**src/dabuf_pkg.sv**
```systemverilog
`default_nettype none

package dabuf_pkg;

   localparam int DATA_W     = 32;
   localparam int GW_IN_W    = 2;
   localparam int RATE_W     = 8;
   localparam int FLUSH_W    = 5;
   localparam int CSR_IDX_W  = 2;
   localparam int CSR_DATA_W = 32;
   localparam int REQ_DATA_W = 72;
   localparam int RSP_DATA_W = 40;
   localparam int RSP_PAD_W  = RSP_DATA_W - DATA_W - GW_IN_W;
   localparam int MS_PER_S   = 1000;

   localparam logic [RATE_W-1:0]  RATE_RESET  = 8'd1;
   localparam logic [FLUSH_W-1:0] FLUSH_RESET = 5'd4;
   localparam logic [DATA_W-1:0]  EARLY_RESET = 32'd18900;
   localparam logic [DATA_W-1:0]  LATE_RESET  = 32'd48500;

   localparam logic [CSR_IDX_W-1:0] CSR_RATE  = 2'd0;
   localparam logic [CSR_IDX_W-1:0] CSR_FLUSH = 2'd1;
   localparam logic [CSR_IDX_W-1:0] CSR_EARLY = 2'd2;
   localparam logic [CSR_IDX_W-1:0] CSR_LATE  = 2'd3;

   localparam logic KIND_DROP = 1'b0;
   localparam logic KIND_FWD  = 1'b1;

   typedef struct packed {
      logic accept;
      logic div_step;
      logic win_load;
      logic rd_en;
      logic scan_eval;
      logic decide;
      logic idx_clear;
      logic drop_eval;
      logic arr_store;
      logic arr_emit;
      logic fwd_eval;
   } ctrl_cmd_type;

   typedef struct packed {
      logic gw_ok;
      logic early;
      logic div_last;
      logic cnt_zero;
      logic idx_last;
      logic any_drops;
      logic flush;
      logic kept_zero;
      logic rd_expired;
      logic out_free;
   } dp_status_type;

endpackage

`default_nettype wire

```
**src/dabuf_ram.sv**
```systemverilog
`default_nettype none

module dabuf_ram #(
   parameter int WIDTH = 32,
   parameter int DEPTH = 64
) (
   input  wire logic                       clock,
   input  wire logic                       wr_en,
   input  wire logic [$clog2(DEPTH)-1:0]   wr_addr,
   input  wire logic [WIDTH-1:0]           wr_data,
   input  wire logic                       rd_en,
   input  wire logic [$clog2(DEPTH)-1:0]   rd_addr,
   output logic      [WIDTH-1:0]           rd_data
);

   logic [WIDTH-1:0] mem_ff [DEPTH];
   logic [WIDTH-1:0] rd_data_ff;

   always_ff @(posedge clock) begin
      if (wr_en) begin
         mem_ff[wr_addr] <= wr_data;
      end
      if (rd_en) begin
         rd_data_ff <= mem_ff[rd_addr];
      end
   end

   assign rd_data = rd_data_ff;

endmodule

`default_nettype wire

```
**src/dabuf_ctrl.sv**
```systemverilog
`default_nettype none

module dabuf_ctrl (
   input  wire logic                     clock,
   input  wire logic                     reset,
   input  wire logic                     req_tvalid,
   output logic                          req_tready,
   output dabuf_pkg::ctrl_cmd_type       cmd,
   input  wire dabuf_pkg::dp_status_type status
);

   typedef enum logic [3:0] {
      ST_IDLE,
      ST_START,
      ST_DIV,
      ST_WIN,
      ST_SCAN_RD,
      ST_SCAN_EV,
      ST_DECIDE,
      ST_DROP_RD,
      ST_DROP_EV,
      ST_ARR,
      ST_FWD_RD,
      ST_FWD_EV
   } state_type;

   state_type state_ff;
   state_type state_in;

   always_comb begin
      state_in   = state_ff;
      cmd        = '0;
      req_tready = 1'b0;
      unique case (state_ff)
         ST_IDLE: begin
            req_tready = 1'b1;
            if (req_tvalid) begin
               cmd.accept = 1'b1;
               state_in   = ST_START;
            end
         end
         ST_START: begin
            if (!status.gw_ok) begin
               state_in = ST_IDLE;
            end else if (status.early) begin
               state_in = ST_DECIDE;
            end else begin
               state_in = ST_DIV;
            end
         end
         ST_DIV: begin
            cmd.div_step = 1'b1;
            if (status.div_last) begin
               state_in = ST_WIN;
            end
         end
         ST_WIN: begin
            cmd.win_load = 1'b1;
            state_in     = status.cnt_zero ? ST_DECIDE : ST_SCAN_RD;
         end
         ST_SCAN_RD: begin
            cmd.rd_en = 1'b1;
            state_in  = ST_SCAN_EV;
         end
         ST_SCAN_EV: begin
            cmd.scan_eval = 1'b1;
            state_in      = status.idx_last ? ST_DECIDE : ST_SCAN_RD;
         end
         ST_DECIDE: begin
            cmd.decide    = 1'b1;
            cmd.idx_clear = 1'b1;
            state_in      = status.any_drops ? ST_DROP_RD : ST_ARR;
         end
         ST_DROP_RD: begin
            cmd.rd_en = 1'b1;
            state_in  = ST_DROP_EV;
         end
         ST_DROP_EV: begin
            if (!status.rd_expired || status.out_free) begin
               cmd.drop_eval = 1'b1;
               state_in      = status.idx_last ? ST_ARR : ST_DROP_RD;
            end
         end
         ST_ARR: begin
            if (!status.flush) begin
               cmd.arr_store = 1'b1;
               state_in      = ST_IDLE;
            end else if (status.out_free) begin
               cmd.arr_emit  = 1'b1;
               cmd.idx_clear = 1'b1;
               state_in      = status.kept_zero ? ST_IDLE : ST_FWD_RD;
            end
         end
         ST_FWD_RD: begin
            cmd.rd_en = 1'b1;
            state_in  = ST_FWD_EV;
         end
         ST_FWD_EV: begin
            if (status.rd_expired || status.out_free) begin
               cmd.fwd_eval = 1'b1;
               state_in     = status.idx_last ? ST_IDLE : ST_FWD_RD;
            end
         end
         default: begin
            state_in = ST_IDLE;
         end
      endcase
   end

   always_ff @(posedge clock) begin
      if (reset) begin
         state_ff <= ST_IDLE;
      end else begin
         state_ff <= state_in;
      end
   end

endmodule

`default_nettype wire

```
**src/dabuf_dp.sv**
```systemverilog
`default_nettype none

module dabuf_dp #(
   parameter int NUM_GATEWAYS = 4,
   parameter int BUFFER_DEPTH = 16
) (
   input  wire logic                                 clock,
   input  wire logic                                 reset,
   input  wire logic [dabuf_pkg::REQ_DATA_W-1:0]     req_tdata,
   output logic                                      rsp_tvalid,
   input  wire logic                                 rsp_tready,
   output logic      [dabuf_pkg::RSP_DATA_W-1:0]     rsp_tdata,
   output logic                                      rsp_tuser,
   output logic                                      rsp_tlast,
   input  wire logic                                 csr_we,
   input  wire logic [dabuf_pkg::CSR_IDX_W-1:0]      csr_index,
   input  wire logic [dabuf_pkg::CSR_DATA_W-1:0]     csr_wdata,
   input  wire dabuf_pkg::ctrl_cmd_type              cmd,
   output dabuf_pkg::dp_status_type                  status
);

   localparam int DATA_W    = dabuf_pkg::DATA_W;
   localparam int GW_IN_W   = dabuf_pkg::GW_IN_W;
   localparam int RATE_W    = dabuf_pkg::RATE_W;
   localparam int FLUSH_W   = dabuf_pkg::FLUSH_W;
   localparam int CNT_W     = $clog2(BUFFER_DEPTH + 1);
   localparam int IDX_W     = $clog2(BUFFER_DEPTH);
   localparam int GW_W      = (NUM_GATEWAYS > 1) ? $clog2(NUM_GATEWAYS) : 1;
   localparam int RAM_DEPTH = NUM_GATEWAYS * (2 ** IDX_W);
   localparam int ADDR_W    = $clog2(RAM_DEPTH);
   localparam int DIV_CT_W  = $clog2(CNT_W);
   localparam int CMP_W     = (CNT_W > FLUSH_W) ? CNT_W : FLUSH_W;
   localparam int WIN_W     = DATA_W + 1;

   // configuration
   logic [RATE_W-1:0]  rate_ff,  rate_in;
   logic [FLUSH_W-1:0] flush_count_ff, flush_count_in;
   logic [DATA_W-1:0]  early_ff, early_in;
   logic [DATA_W-1:0]  late_ff,  late_in;

   // per gateway fill
   logic [CNT_W-1:0] entry_count_ff [NUM_GATEWAYS];
   logic [CNT_W-1:0] entry_count_in [NUM_GATEWAYS];

   // current item
   logic [GW_IN_W-1:0] gw_ff,  gw_in;
   logic [DATA_W-1:0]  arr_ff, arr_in;
   logic [DATA_W-1:0]  now_ff, now_in;
   logic [CNT_W-1:0]   cnt_ff, cnt_in;

   // sequencing counters
   logic [CNT_W-1:0] idx_ff,      idx_in;
   logic [CNT_W-1:0] drops_ff,    drops_in;
   logic [CNT_W-1:0] due_ff,      due_in;
   logic [CNT_W-1:0] kept_idx_ff, kept_idx_in;
   logic [CNT_W-1:0] emit_ct_ff,  emit_ct_in;
   logic             flush_ff,    flush_in;

   // window divider
   logic [CNT_W-1:0]    div_sh_ff, div_sh_in;
   logic [RATE_W-1:0]   rem_ff,    rem_in;
   logic [CNT_W-1:0]    quo_ff,    quo_in;
   logic [DIV_CT_W-1:0] div_ct_ff, div_ct_in;
   logic [WIN_W-1:0]    window_ff, window_in;

   // output register
   logic               rsp_valid_ff, rsp_valid_in;
   logic               rsp_kind_ff,  rsp_kind_in;
   logic               rsp_last_ff,  rsp_last_in;
   logic [GW_IN_W-1:0] rsp_gw_ff,    rsp_gw_in;
   logic [DATA_W-1:0]  rsp_dl_ff,    rsp_dl_in;

   logic [GW_IN_W-1:0] req_gw;
   logic [DATA_W-1:0]  req_arr;
   logic [DATA_W-1:0]  req_now;
   logic               req_gw_ok;
   logic [GW_W-1:0]    req_gw_idx;
   logic [GW_W-1:0]    gw_idx;

   logic [RATE_W-1:0]  rate_eff;
   logic [RATE_W:0]    div_trial;
   logic               div_ge;
   logic [WIN_W-1:0]   win_prod;
   logic               early;
   logic               late;
   logic               rd_expired;
   logic [CNT_W-1:0]   kept;
   logic [CNT_W-1:0]   idx_next;
   logic [CNT_W-1:0]   emit_next;
   logic               out_free;
   logic               push;

   logic               ram_wr_en;
   logic [ADDR_W-1:0]  ram_wr_addr;
   logic [DATA_W-1:0]  ram_wr_data;
   logic [ADDR_W-1:0]  ram_rd_addr;
   logic [DATA_W-1:0]  rd_data;

   assign req_gw     = req_tdata[GW_IN_W-1:0];
   assign req_arr    = req_tdata[GW_IN_W +: DATA_W];
   assign req_now    = req_tdata[GW_IN_W + DATA_W +: DATA_W];
   assign req_gw_ok  = int'(req_gw) < NUM_GATEWAYS;
   assign req_gw_idx = GW_W'(req_gw);
   assign gw_idx     = GW_W'(gw_ff);

   assign rate_eff   = (rate_ff == '0) ? RATE_W'(1) : rate_ff;
   assign div_trial  = {rem_ff, div_sh_ff[CNT_W-1]};
   assign div_ge     = div_trial >= {1'b0, rate_eff};
   assign win_prod   = WIN_W'(quo_ff) * WIN_W'(dabuf_pkg::MS_PER_S);
   assign early      = now_ff > early_ff;
   assign late       = now_ff > late_ff;
   assign rd_expired = !early && (rd_data < now_ff);
   assign kept       = cnt_ff - drops_ff;
   assign idx_next   = idx_ff + CNT_W'(1);
   assign emit_next  = emit_ct_ff + CNT_W'(1);
   assign out_free   = !rsp_valid_ff || rsp_tready;

   assign ram_rd_addr = ADDR_W'({gw_idx, idx_ff[IDX_W-1:0]});

   always_comb begin
      rate_in        = rate_ff;
      flush_count_in = flush_count_ff;
      early_in       = early_ff;
      late_in        = late_ff;
      if (csr_we) begin
         unique case (csr_index)
            dabuf_pkg::CSR_RATE:  rate_in        = csr_wdata[RATE_W-1:0];
            dabuf_pkg::CSR_FLUSH: flush_count_in = csr_wdata[FLUSH_W-1:0];
            dabuf_pkg::CSR_EARLY: early_in       = csr_wdata[DATA_W-1:0];
            dabuf_pkg::CSR_LATE:  late_in        = csr_wdata[DATA_W-1:0];
            default: begin
            end
         endcase
      end
   end

   always_comb begin
      entry_count_in = entry_count_ff;
      gw_in          = gw_ff;
      arr_in         = arr_ff;
      now_in         = now_ff;
      cnt_in         = cnt_ff;
      idx_in         = idx_ff;
      drops_in       = drops_ff;
      due_in         = due_ff;
      kept_idx_in    = kept_idx_ff;
      emit_ct_in     = emit_ct_ff;
      flush_in       = flush_ff;
      div_sh_in      = div_sh_ff;
      rem_in         = rem_ff;
      quo_in         = quo_ff;
      div_ct_in      = div_ct_ff;
      window_in      = window_ff;
      ram_wr_en      = 1'b0;
      ram_wr_addr    = ADDR_W'({gw_idx, kept_idx_ff[IDX_W-1:0]});
      ram_wr_data    = rd_data;
      push           = 1'b0;
      rsp_kind_in    = rsp_kind_ff;
      rsp_last_in    = rsp_last_ff;
      rsp_gw_in      = rsp_gw_ff;
      rsp_dl_in      = rsp_dl_ff;

      if (cmd.accept) begin
         gw_in       = req_gw;
         arr_in      = req_arr;
         now_in      = req_now;
         cnt_in      = req_gw_ok ? entry_count_ff[req_gw_idx] : '0;
         div_sh_in   = cnt_in;
         idx_in      = '0;
         drops_in    = '0;
         due_in      = '0;
         kept_idx_in = '0;
         emit_ct_in  = '0;
         rem_in      = '0;
         quo_in      = '0;
         div_ct_in   = '0;
      end

      if (cmd.div_step) begin
         rem_in    = div_ge ? RATE_W'(div_trial - {1'b0, rate_eff})
                            : div_trial[RATE_W-1:0];
         quo_in    = {quo_ff[CNT_W-2:0], div_ge};
         div_sh_in = {div_sh_ff[CNT_W-2:0], 1'b0};
         div_ct_in = div_ct_ff + DIV_CT_W'(1);
      end

      if (cmd.win_load) begin
         window_in = {1'b0, now_ff} + win_prod;
      end

      if (cmd.scan_eval) begin
         idx_in = idx_next;
         if (rd_expired) begin
            drops_in = drops_ff + CNT_W'(1);
         end else if ({1'b0, rd_data} < window_ff) begin
            due_in = due_ff + CNT_W'(1);
         end
      end

      if (cmd.decide) begin
         flush_in = early
                 || (CMP_W'(due_ff) >= CMP_W'(flush_count_ff))
                 || late
                 || (kept == CNT_W'(BUFFER_DEPTH));
      end

      if (cmd.idx_clear) begin
         idx_in     = '0;
         emit_ct_in = '0;
      end

      if (cmd.drop_eval) begin
         idx_in = idx_next;
         if (rd_expired) begin
            push        = 1'b1;
            rsp_kind_in = dabuf_pkg::KIND_DROP;
            rsp_dl_in   = rd_data;
            rsp_last_in = (emit_next == drops_ff) && !flush_ff;
            emit_ct_in  = emit_next;
         end else if (!flush_ff) begin
            ram_wr_en   = 1'b1;
            kept_idx_in = kept_idx_ff + CNT_W'(1);
         end
      end

      if (cmd.arr_store) begin
         ram_wr_en              = 1'b1;
         ram_wr_addr            = ADDR_W'({gw_idx, kept[IDX_W-1:0]});
         ram_wr_data            = arr_ff;
         entry_count_in[gw_idx] = kept + CNT_W'(1);
      end

      if (cmd.arr_emit) begin
         push                   = 1'b1;
         rsp_kind_in            = dabuf_pkg::KIND_FWD;
         rsp_dl_in              = arr_ff;
         rsp_last_in            = (kept == '0);
         entry_count_in[gw_idx] = '0;
      end

      if (cmd.fwd_eval) begin
         idx_in = idx_next;
         if (!rd_expired) begin
            push        = 1'b1;
            rsp_kind_in = dabuf_pkg::KIND_FWD;
            rsp_dl_in   = rd_data;
            rsp_last_in = (emit_next == kept);
            emit_ct_in  = emit_next;
         end
      end

      if (push) begin
         rsp_gw_in = gw_ff;
      end
      rsp_valid_in = push || (rsp_valid_ff && !rsp_tready);
   end

   always_ff @(posedge clock) begin
      if (reset) begin
         rate_ff        <= dabuf_pkg::RATE_RESET;
         flush_count_ff <= dabuf_pkg::FLUSH_RESET;
         early_ff       <= dabuf_pkg::EARLY_RESET;
         late_ff        <= dabuf_pkg::LATE_RESET;
         for (int g = 0; g < NUM_GATEWAYS; g++) begin
            entry_count_ff[g] <= '0;
         end
         cnt_ff       <= '0;
         idx_ff       <= '0;
         drops_ff     <= '0;
         due_ff       <= '0;
         kept_idx_ff  <= '0;
         emit_ct_ff   <= '0;
         flush_ff     <= 1'b0;
         div_ct_ff    <= '0;
         rsp_valid_ff <= 1'b0;
      end else begin
         rate_ff        <= rate_in;
         flush_count_ff <= flush_count_in;
         early_ff       <= early_in;
         late_ff        <= late_in;
         entry_count_ff <= entry_count_in;
         cnt_ff         <= cnt_in;
         idx_ff         <= idx_in;
         drops_ff       <= drops_in;
         due_ff         <= due_in;
         kept_idx_ff    <= kept_idx_in;
         emit_ct_ff     <= emit_ct_in;
         flush_ff       <= flush_in;
         div_ct_ff      <= div_ct_in;
         rsp_valid_ff   <= rsp_valid_in;
      end
   end

   always_ff @(posedge clock) begin
      gw_ff       <= gw_in;
      arr_ff      <= arr_in;
      now_ff      <= now_in;
      div_sh_ff   <= div_sh_in;
      rem_ff      <= rem_in;
      quo_ff      <= quo_in;
      window_ff   <= window_in;
      rsp_kind_ff <= rsp_kind_in;
      rsp_last_ff <= rsp_last_in;
      rsp_gw_ff   <= rsp_gw_in;
      rsp_dl_ff   <= rsp_dl_in;
   end

   dabuf_ram #(
      .WIDTH (DATA_W),
      .DEPTH (RAM_DEPTH)
   ) u_store (
      .clock   (clock),
      .wr_en   (ram_wr_en),
      .wr_addr (ram_wr_addr),
      .wr_data (ram_wr_data),
      .rd_en   (cmd.rd_en),
      .rd_addr (ram_rd_addr),
      .rd_data (rd_data)
   );

   assign status.gw_ok      = int'(gw_ff) < NUM_GATEWAYS;
   assign status.early      = early;
   assign status.div_last   = (div_ct_ff == DIV_CT_W'(CNT_W - 1));
   assign status.cnt_zero   = (cnt_ff == '0);
   assign status.idx_last   = (idx_next == cnt_ff);
   assign status.any_drops  = (drops_ff != '0);
   assign status.flush      = flush_ff;
   assign status.kept_zero  = (kept == '0);
   assign status.rd_expired = rd_expired;
   assign status.out_free   = out_free;

   assign rsp_tvalid = rsp_valid_ff;
   assign rsp_tdata  = {{dabuf_pkg::RSP_PAD_W{1'b0}}, rsp_dl_ff, rsp_gw_ff};
   assign rsp_tuser  = rsp_kind_ff;
   assign rsp_tlast  = rsp_last_ff;

   a_push_free: assert property (@(posedge clock) disable iff (reset)
      push |-> out_free)
      else $error("result pushed while output register busy");

   a_store_room: assert property (@(posedge clock) disable iff (reset)
      cmd.arr_store |-> (kept < CNT_W'(BUFFER_DEPTH)))
      else $error("arrival stored into a full buffer");

   a_drops_bound: assert property (@(posedge clock) disable iff (reset)
      drops_ff <= cnt_ff)
      else $error("more drops than buffered entries");

   a_drop_emit: assert property (@(posedge clock) disable iff (reset)
      (cmd.drop_eval && rd_expired) |-> (emit_ct_ff < drops_ff))
      else $error("drop pass found more expired entries than the scan");

   a_window: assert property (@(posedge clock) disable iff (reset)
      cmd.win_load |=> (window_ff >= {1'b0, now_ff}))
      else $error("window end below current time");

endmodule

`default_nettype wire

```
**src/deadline_aware_aggregation_buffer.sv**
```systemverilog
`default_nettype none

// Per-gateway deadline buffer. An arrival is taken only when the block is idle; it then
// goes through entry and gateway check, the window division, the window, a scan of the
// buffered entries, the decision, a drop pass (only when something expired), the arrival
// and, on a flush, forwarding of the buffered entries (expired ones are read and
// skipped), plus any stalls on the result side. Past the early flush time the division,
// window and scan are skipped. Each pass visits every entry once, with a read state and
// an evaluate state per entry, since the single deadline RAM has a registered read. An
// arrival for a gateway at or above NUM_GATEWAYS gives no result. Results are drops
// (tuser 0) and forwards (tuser 1); tlast marks the final result of an arrival.

module deadline_aware_aggregation_buffer #(
   parameter int NUM_GATEWAYS = 4,
   parameter int BUFFER_DEPTH = 16
) (
   input  wire logic                                 clock,
   input  wire logic                                 reset,
   input  wire logic                                 req_tvalid,
   output logic                                      req_tready,
   // gateway[1:0], arrival_deadline_ms[33:2], now_ms[65:34], zero pad
   input  wire logic [dabuf_pkg::REQ_DATA_W-1:0]     req_tdata,
   output logic                                      rsp_tvalid,
   input  wire logic                                 rsp_tready,
   // out_gateway[1:0], entry_deadline_ms[33:2], zero pad
   output logic      [dabuf_pkg::RSP_DATA_W-1:0]     rsp_tdata,
   // kind[0]
   output logic                                      rsp_tuser,
   output logic                                      rsp_tlast,
   input  wire logic                                 csr_we,
   input  wire logic [dabuf_pkg::CSR_IDX_W-1:0]      csr_index,
   input  wire logic [dabuf_pkg::CSR_DATA_W-1:0]     csr_wdata
);

   dabuf_pkg::ctrl_cmd_type  cmd;
   dabuf_pkg::dp_status_type status;

   dabuf_ctrl u_ctrl (
      .clock      (clock),
      .reset      (reset),
      .req_tvalid (req_tvalid),
      .req_tready (req_tready),
      .cmd        (cmd),
      .status     (status)
   );

   dabuf_dp #(
      .NUM_GATEWAYS (NUM_GATEWAYS),
      .BUFFER_DEPTH (BUFFER_DEPTH)
   ) u_dp (
      .clock      (clock),
      .reset      (reset),
      .req_tdata  (req_tdata),
      .rsp_tvalid (rsp_tvalid),
      .rsp_tready (rsp_tready),
      .rsp_tdata  (rsp_tdata),
      .rsp_tuser  (rsp_tuser),
      .rsp_tlast  (rsp_tlast),
      .csr_we     (csr_we),
      .csr_index  (csr_index),
      .csr_wdata  (csr_wdata),
      .cmd        (cmd),
      .status     (status)
   );

endmodule

`default_nettype wire

```
**config.mk**
```make
export PLATFORM = sky130hd
export DESIGN_NAME = deadline_aware_aggregation_buffer
export DESIGN_NICKNAME = d
export VERILOG_FILES = /design/src/dabuf_pkg.sv /design/src/dabuf_ram.sv /design/src/dabuf_ctrl.sv /design/src/dabuf_dp.sv /design/src/deadline_aware_aggregation_buffer.sv
export SDC_FILE = /design/constraint.sdc
export NUM_CORES = 2
export LEC_CHECK = 0
export BUFFER_PORTS_ARGS = -buffer_cell sky130_fd_sc_hd__buf_4
export CORE_ASPECT_RATIO = 0.6
export CORE_UTILIZATION = 40
export DETAILED_ROUTE_END_ITERATION = 8
export HOLD_SLACK_MARGIN = 0.08
export PLACE_DENSITY = 0.58
export SLEW_MARGIN = 20
export SYNTH_ARGS = -nofsm -noshare
export SYNTH_HDL_FRONTEND = slang
export SYNTH_SLANG_ARGS = --single-unit
```
**constraint.sdc**
```tcl
create_clock -name clock -period 6.96 [get_ports clock]
set_input_delay 1.044 -clock clock [delete_from_list [all_inputs] [get_ports clock]]
set_output_delay 1.044 -clock clock [all_outputs]
set_load 0.05 [all_outputs]
```
==> load_flow_metrics.sql <==
INSERT INTO impl_metrics (metric_group, metric, value, unit) VALUES
('synthesis', 'synth.avg_cell_area', '20.05', 'sq um'),
('run', 'max-cap-violations', '0', ''),
('finish', 'post_route_cells_drive_above_1_share', '26.61', '%'),
('setup_path', 'type_of_origin_of_the_critical_path', 'flop', ''),
('clock_tree', 'clock-root-buffer', 'sky130_fd_sc_hd__clkbuf_16', ''),
('detailed_routing', 'num_vias', '49080', ''),
('placement', 'place.gp.congestion', '0.8569', ''),
('global_routing', 'grt_antenna_before_repair', '45', ''),
('outcome', 'run_status', 'complete, no violations', ''),
('synthesis', 'synth-main-ff-cell', 'sky130_fd_sc_hd__edfxtp_1', ''),
('finish', 'mostFrequentLayoutCells', 'sky130_fd_sc_hd__edfxtp_1 (2198), sky130_fd_sc_hd__mux4_2 (677), sky130_fd_sc_hd__buf_4 (269)', ''),
('setup_path', 'timing_worst_setup_path_type', 'reg -> reg', ''),
('power_and_ir_drop', 'vdd_drop_max', '0.0007105', 'V'),
('setup_path', 'worstSetupStartpoint', 'u_dp.now_ff[14]', ''),
('sta', 'timing_worst_slew_pin_value', '1.150', 'ns'),
('sta', 'final.period_utilization', '81.73', '%'),
('synthesis', 'synth.cell_area', '95470', 'sq um'),
('sta', 'fmax', '0.1758', 'GHz'),
('synthesis', 'number_of_instances_in_the_synthesized_netlist', '4761', ''),
('clock_tree', 'post_cts_hold_buffer_count', '0', ''),
('finish', 'area.growth.synth_to_final', '13.19', '%'),
('floorplanning', 'die_width', '632.7', 'um'),
('detailed_routing', 'wl_met3', '29660', 'um'),
('setup_path', 'critPathRequiredTime', '7.54', 'ns'),
('detailed_routing', 'routed_via_density', '5.854', ''),
('detailed_routing', 'routed_wl', '266200', 'um'),
('worst_hold_path', 'min-delay-path-class', 'in -> reg', ''),
('power_and_ir_drop', 'total_power', '36330', 'uW'),
('placement', 'i_o_buffers', '142', ''),
('synthesis', 'asyncSetResetFlopFracSynth', '0', '%'),
('floorplanning', 'boundaryPins', '155', ''),
('floorplanning', 'coreArea', '236600', 'sq um'),
('detailed_routing', 'wl_met2', '108600', 'um'),
('sta', 'timing.slew.headroom', '22.62', '%'),
('clock_tree', 'cts_tree', 'done', ''),
('detailed_routing', 'drt-initial-drc-count', '7218', ''),
('clock_tree', 'ctsHtreeMaxLevel', '4', ''),
('setup_path', 'ff2ff_path_depth', '11', ''),
('sta', 'finalClockSkew', '0.04774', 'ns'),
('sta', 'min_period', '5.688', 'ns'),
('power_and_ir_drop', 'p_leak', '0.03414', 'uW'),
('floorplanning', 'initial_utilization', '40.36', '%'),
('setup_path', 'timing.critical_path.fanout_max', '19', ''),
('clock_tree', 'number_of_buffers_added_by_the_clock_tree_synthesis_step', '210', ''),
('placement', 'hpwlAfterDp', '161000', 'um'),
('finish', 'layout_commonest_cell', 'sky130_fd_sc_hd__edfxtp_1', ''),
('setup_path', 'cp-end-kind', 'flop', ''),
('synthesis', 'synth.ff_latch_count', '2368', ''),
('sta', 'finalHoldWorstSlack', '0.3733', 'ns'),
('setup_path', 'rrSetupSlack', '1.27', 'ns'),
('clock_tree', 'clock-sinks', '2368', ''),
('power_and_ir_drop', 'power_per_unit_of_standard_cell_area', '336.2', 'nW/um^2'),
('setup_path', 'crit_path_end', 'u_dp.u_store.mem_ff[56][26]', ''),
('setup_path', 'arrival', '6.27', 'ns'),
('global_routing', 'gr-total-overflow', '0', ''),
('sta', 'finalSetupViolCount', '0', ''),
('global_routing', 'first_global_vias', '47270', ''),
('synthesis', 'synth_edf_count', '2198', ''),
('worst_hold_path', 'whs_path_depth', '1', ''),
('clock_tree', 'insertion_delay', '0.87', 'ns'),
('global_routing', 'global_route.usage.total', '21.87', '%'),
('detailed_routing', 'drt-wirelength-per-cell', '31.75', 'um'),
('synthesis', 'synth_seq_area_share', '72.70', '%'),
('floorplanning', 'die_area', '240700', 'sq um'),
('clock_tree', 'cts_max_path_buffers', '4', ''),
('clock_tree', 'cts_post_setup_buffers_inserted', '0', ''),
('detailed_routing', 'dr.pass1.iters', '5', ''),
('clock_tree', 'cts.reportedPaths.clkPinSlew', '0.07', 'ns'),
('setup_path', 'timing.rr.start', 'u_dp.now_ff[14]', ''),
('clock_tree', 'post_cts_resized', '0', ''),
('global_routing', 'grt_first_pass_wirelength', '369100', 'um');
==> area by class of cell <==
cell class | count | area, sq um
Sequential cell | 2368 | 69420
Fill cell | 19860 | 128500
Multi-Input combinational cell | 1981 | 24910
Inverter | 193 | 725.7
Clock buffer | 257 | 5495
Clock inverter | 122 | 1030
Antenna cell | 22 | 55.05
Tap cell | 3150 | 3941
Timing Repair Buffer | 292 | 2480
==> cells in the mapped netlist, types with 8 or more instances <==
library cell | instances | area share (%)
sky130_fd_sc_hd__edfxtp_1 | 2198 | 69
sky130_fd_sc_hd__mux4_2 | 677 | 16
sky130_fd_sc_hd__inv_1 | 193 | 0.76
sky130_fd_sc_hd__nor2_1 | 192 | 0.75
sky130_fd_sc_hd__nand2_1 | 190 | 0.75
sky130_fd_sc_hd__ha_1 | 188 | 2.5
sky130_fd_sc_hd__dfxtp_1 | 170 | 3.6
sky130_fd_sc_hd__a21oi_1 | 139 | 0.73
sky130_fd_sc_hd__clkbuf_1 | 111 | 0.44
sky130_fd_sc_hd__a21o_1 | 71 | 0.56
sky130_fd_sc_hd__buf_2 | 59 | 0.31
sky130_fd_sc_hd__xnor2_1 | 52 | 0.48
sky130_fd_sc_hd__nand3_1 | 43 | 0.23
sky130_fd_sc_hd__mux2_2 | 38 | 0.45
sky130_fd_sc_hd__o21ai_0 | 37 | 0.19
sky130_fd_sc_hd__buf_1 | 34 | 0.13
sky130_fd_sc_hd__a22o_1 | 33 | 0.30
sky130_fd_sc_hd__nor3_1 | 28 | 0.15
sky130_fd_sc_hd__a22oi_1 | 23 | 0.18
sky130_fd_sc_hd__nand2b_1 | 23 | 0.15
sky130_fd_sc_hd__nor2b_1 | 21 | 0.14
sky130_fd_sc_hd__nand4_1 | 16 | 0.10
sky130_fd_sc_hd__a211o_1 | 13 | 0.12
sky130_fd_sc_hd__fa_1 | 13 | 0.27
sky130_fd_sc_hd__nand3b_1 | 13 | 0.10
sky130_fd_sc_hd__a31oi_1 | 12 | 0.079
sky130_fd_sc_hd__and3_1 | 12 | 0.079
sky130_fd_sc_hd__buf_4 | 12 | 0.094
sky130_fd_sc_hd__xor2_1 | 12 | 0.11
sky130_fd_sc_hd__mux2i_1 | 9 | 0.094
sky130_fd_sc_hd__or3_1 | 9 | 0.059
sky130_fd_sc_hd__o211ai_1 | 8 | 0.063
sky130_fd_sc_hd__o21a_1 | 8 | 0.063
==> sequential cells by signal (all words and copies together), names as in the netlist, 32 cells and up <==
signal,cells
u_dp.now_ff,32
u_dp.arr_ff,32
u_dp.rsp_dl_ff,32
u_dp.late_ff,32
u_dp.early_ff,32
u_dp.u_store.mem_ff,2048
u_dp.window_ff,33
u_dp.u_store.rd_data,32
==> worst min-delay path by stage <==
stage	slack [ns]	start	end
2_1_floorplan	0.42	u_dp.gw_ff[1]	u_dp.rsp_gw_ff[1]
3_3_place_gp	0.44	u_dp.late_ff[20]	u_dp.late_ff[20]
3_5_place_dp	0.44	u_dp.rsp_dl_ff[2]	u_dp.rsp_dl_ff[2]
4_1_cts	0.32	req_tdata[17]	u_dp.arr_ff[15]
5_1_grt	0.33	req_tdata[53]	u_dp.now_ff[19]
6_report	0.37	req_tdata[22]	u_dp.arr_ff[20]
==> per-stage QoR <==
stage | cells | worst slack (ns) | util (%) | area (sq um)
floorplan | 4766 | 2.038 | - | 95490
detailed placement | 7984 | 1.399 | 42.89 | 101500
global placement | 7983 | 1.347 | 42.88 | 101400
finish | 8385 | 1.272 | 45.68 | 108100
global route | 8365 | 0.9837 | 45.66 | 108000
CTS | 8363 | 1.365 | 45.65 | 108000
==> routing by layer <==
layer	vias up	track usage [%]
met1	26400	35.86
met3	297	5.985
met2	2363	29.16
met4	32	3.226
li1	19990	-
met5	-	0
==> critical path, cell delays in order (launching register included) <==
cell and delay, ns:
sky130_fd_sc_hd__edfxtp_1 0.51, sky130_fd_sc_hd__ha_1 0.36, sky130_fd_sc_hd__nand4_1 0.14, sky130_fd_sc_hd__nor4_1 1.00, sky130_fd_sc_hd__nand4_1 0.31, sky130_fd_sc_hd__nand3_1 0.21
sky130_fd_sc_hd__a2bb2oi_2 0.56, sky130_fd_sc_hd__a21oi_2 0.22, sky130_fd_sc_hd__a22oi_1 0.49, sky130_fd_sc_hd__nand2b_1 0.93, sky130_fd_sc_hd__nor2_4 0.35, sky130_fd_sc_hd__buf_12 0.29
==> cells by family after synthesis <==
kind of cell / after synthesis / share of synthesized area, %
compound gates: 400 / 2.800
xor+xnor: 64 / 0.5872
fa+ha+maj: 201 / 2.737
buf+inv: 417 / 1.823
flops: 2368 / 72.70
mux: 727 / 16.55
other cells: 1 / 0.003928
simple gates: 583 / 2.798
==> report_power, final <==
group          switching, uW  internal [uW]  total, uW
clock network           5200           6230      11400
registers                331          16600      16900
logic                   5090           2890       7980
total                  10600          25700      36300
(Power assumes the default switching activity.)
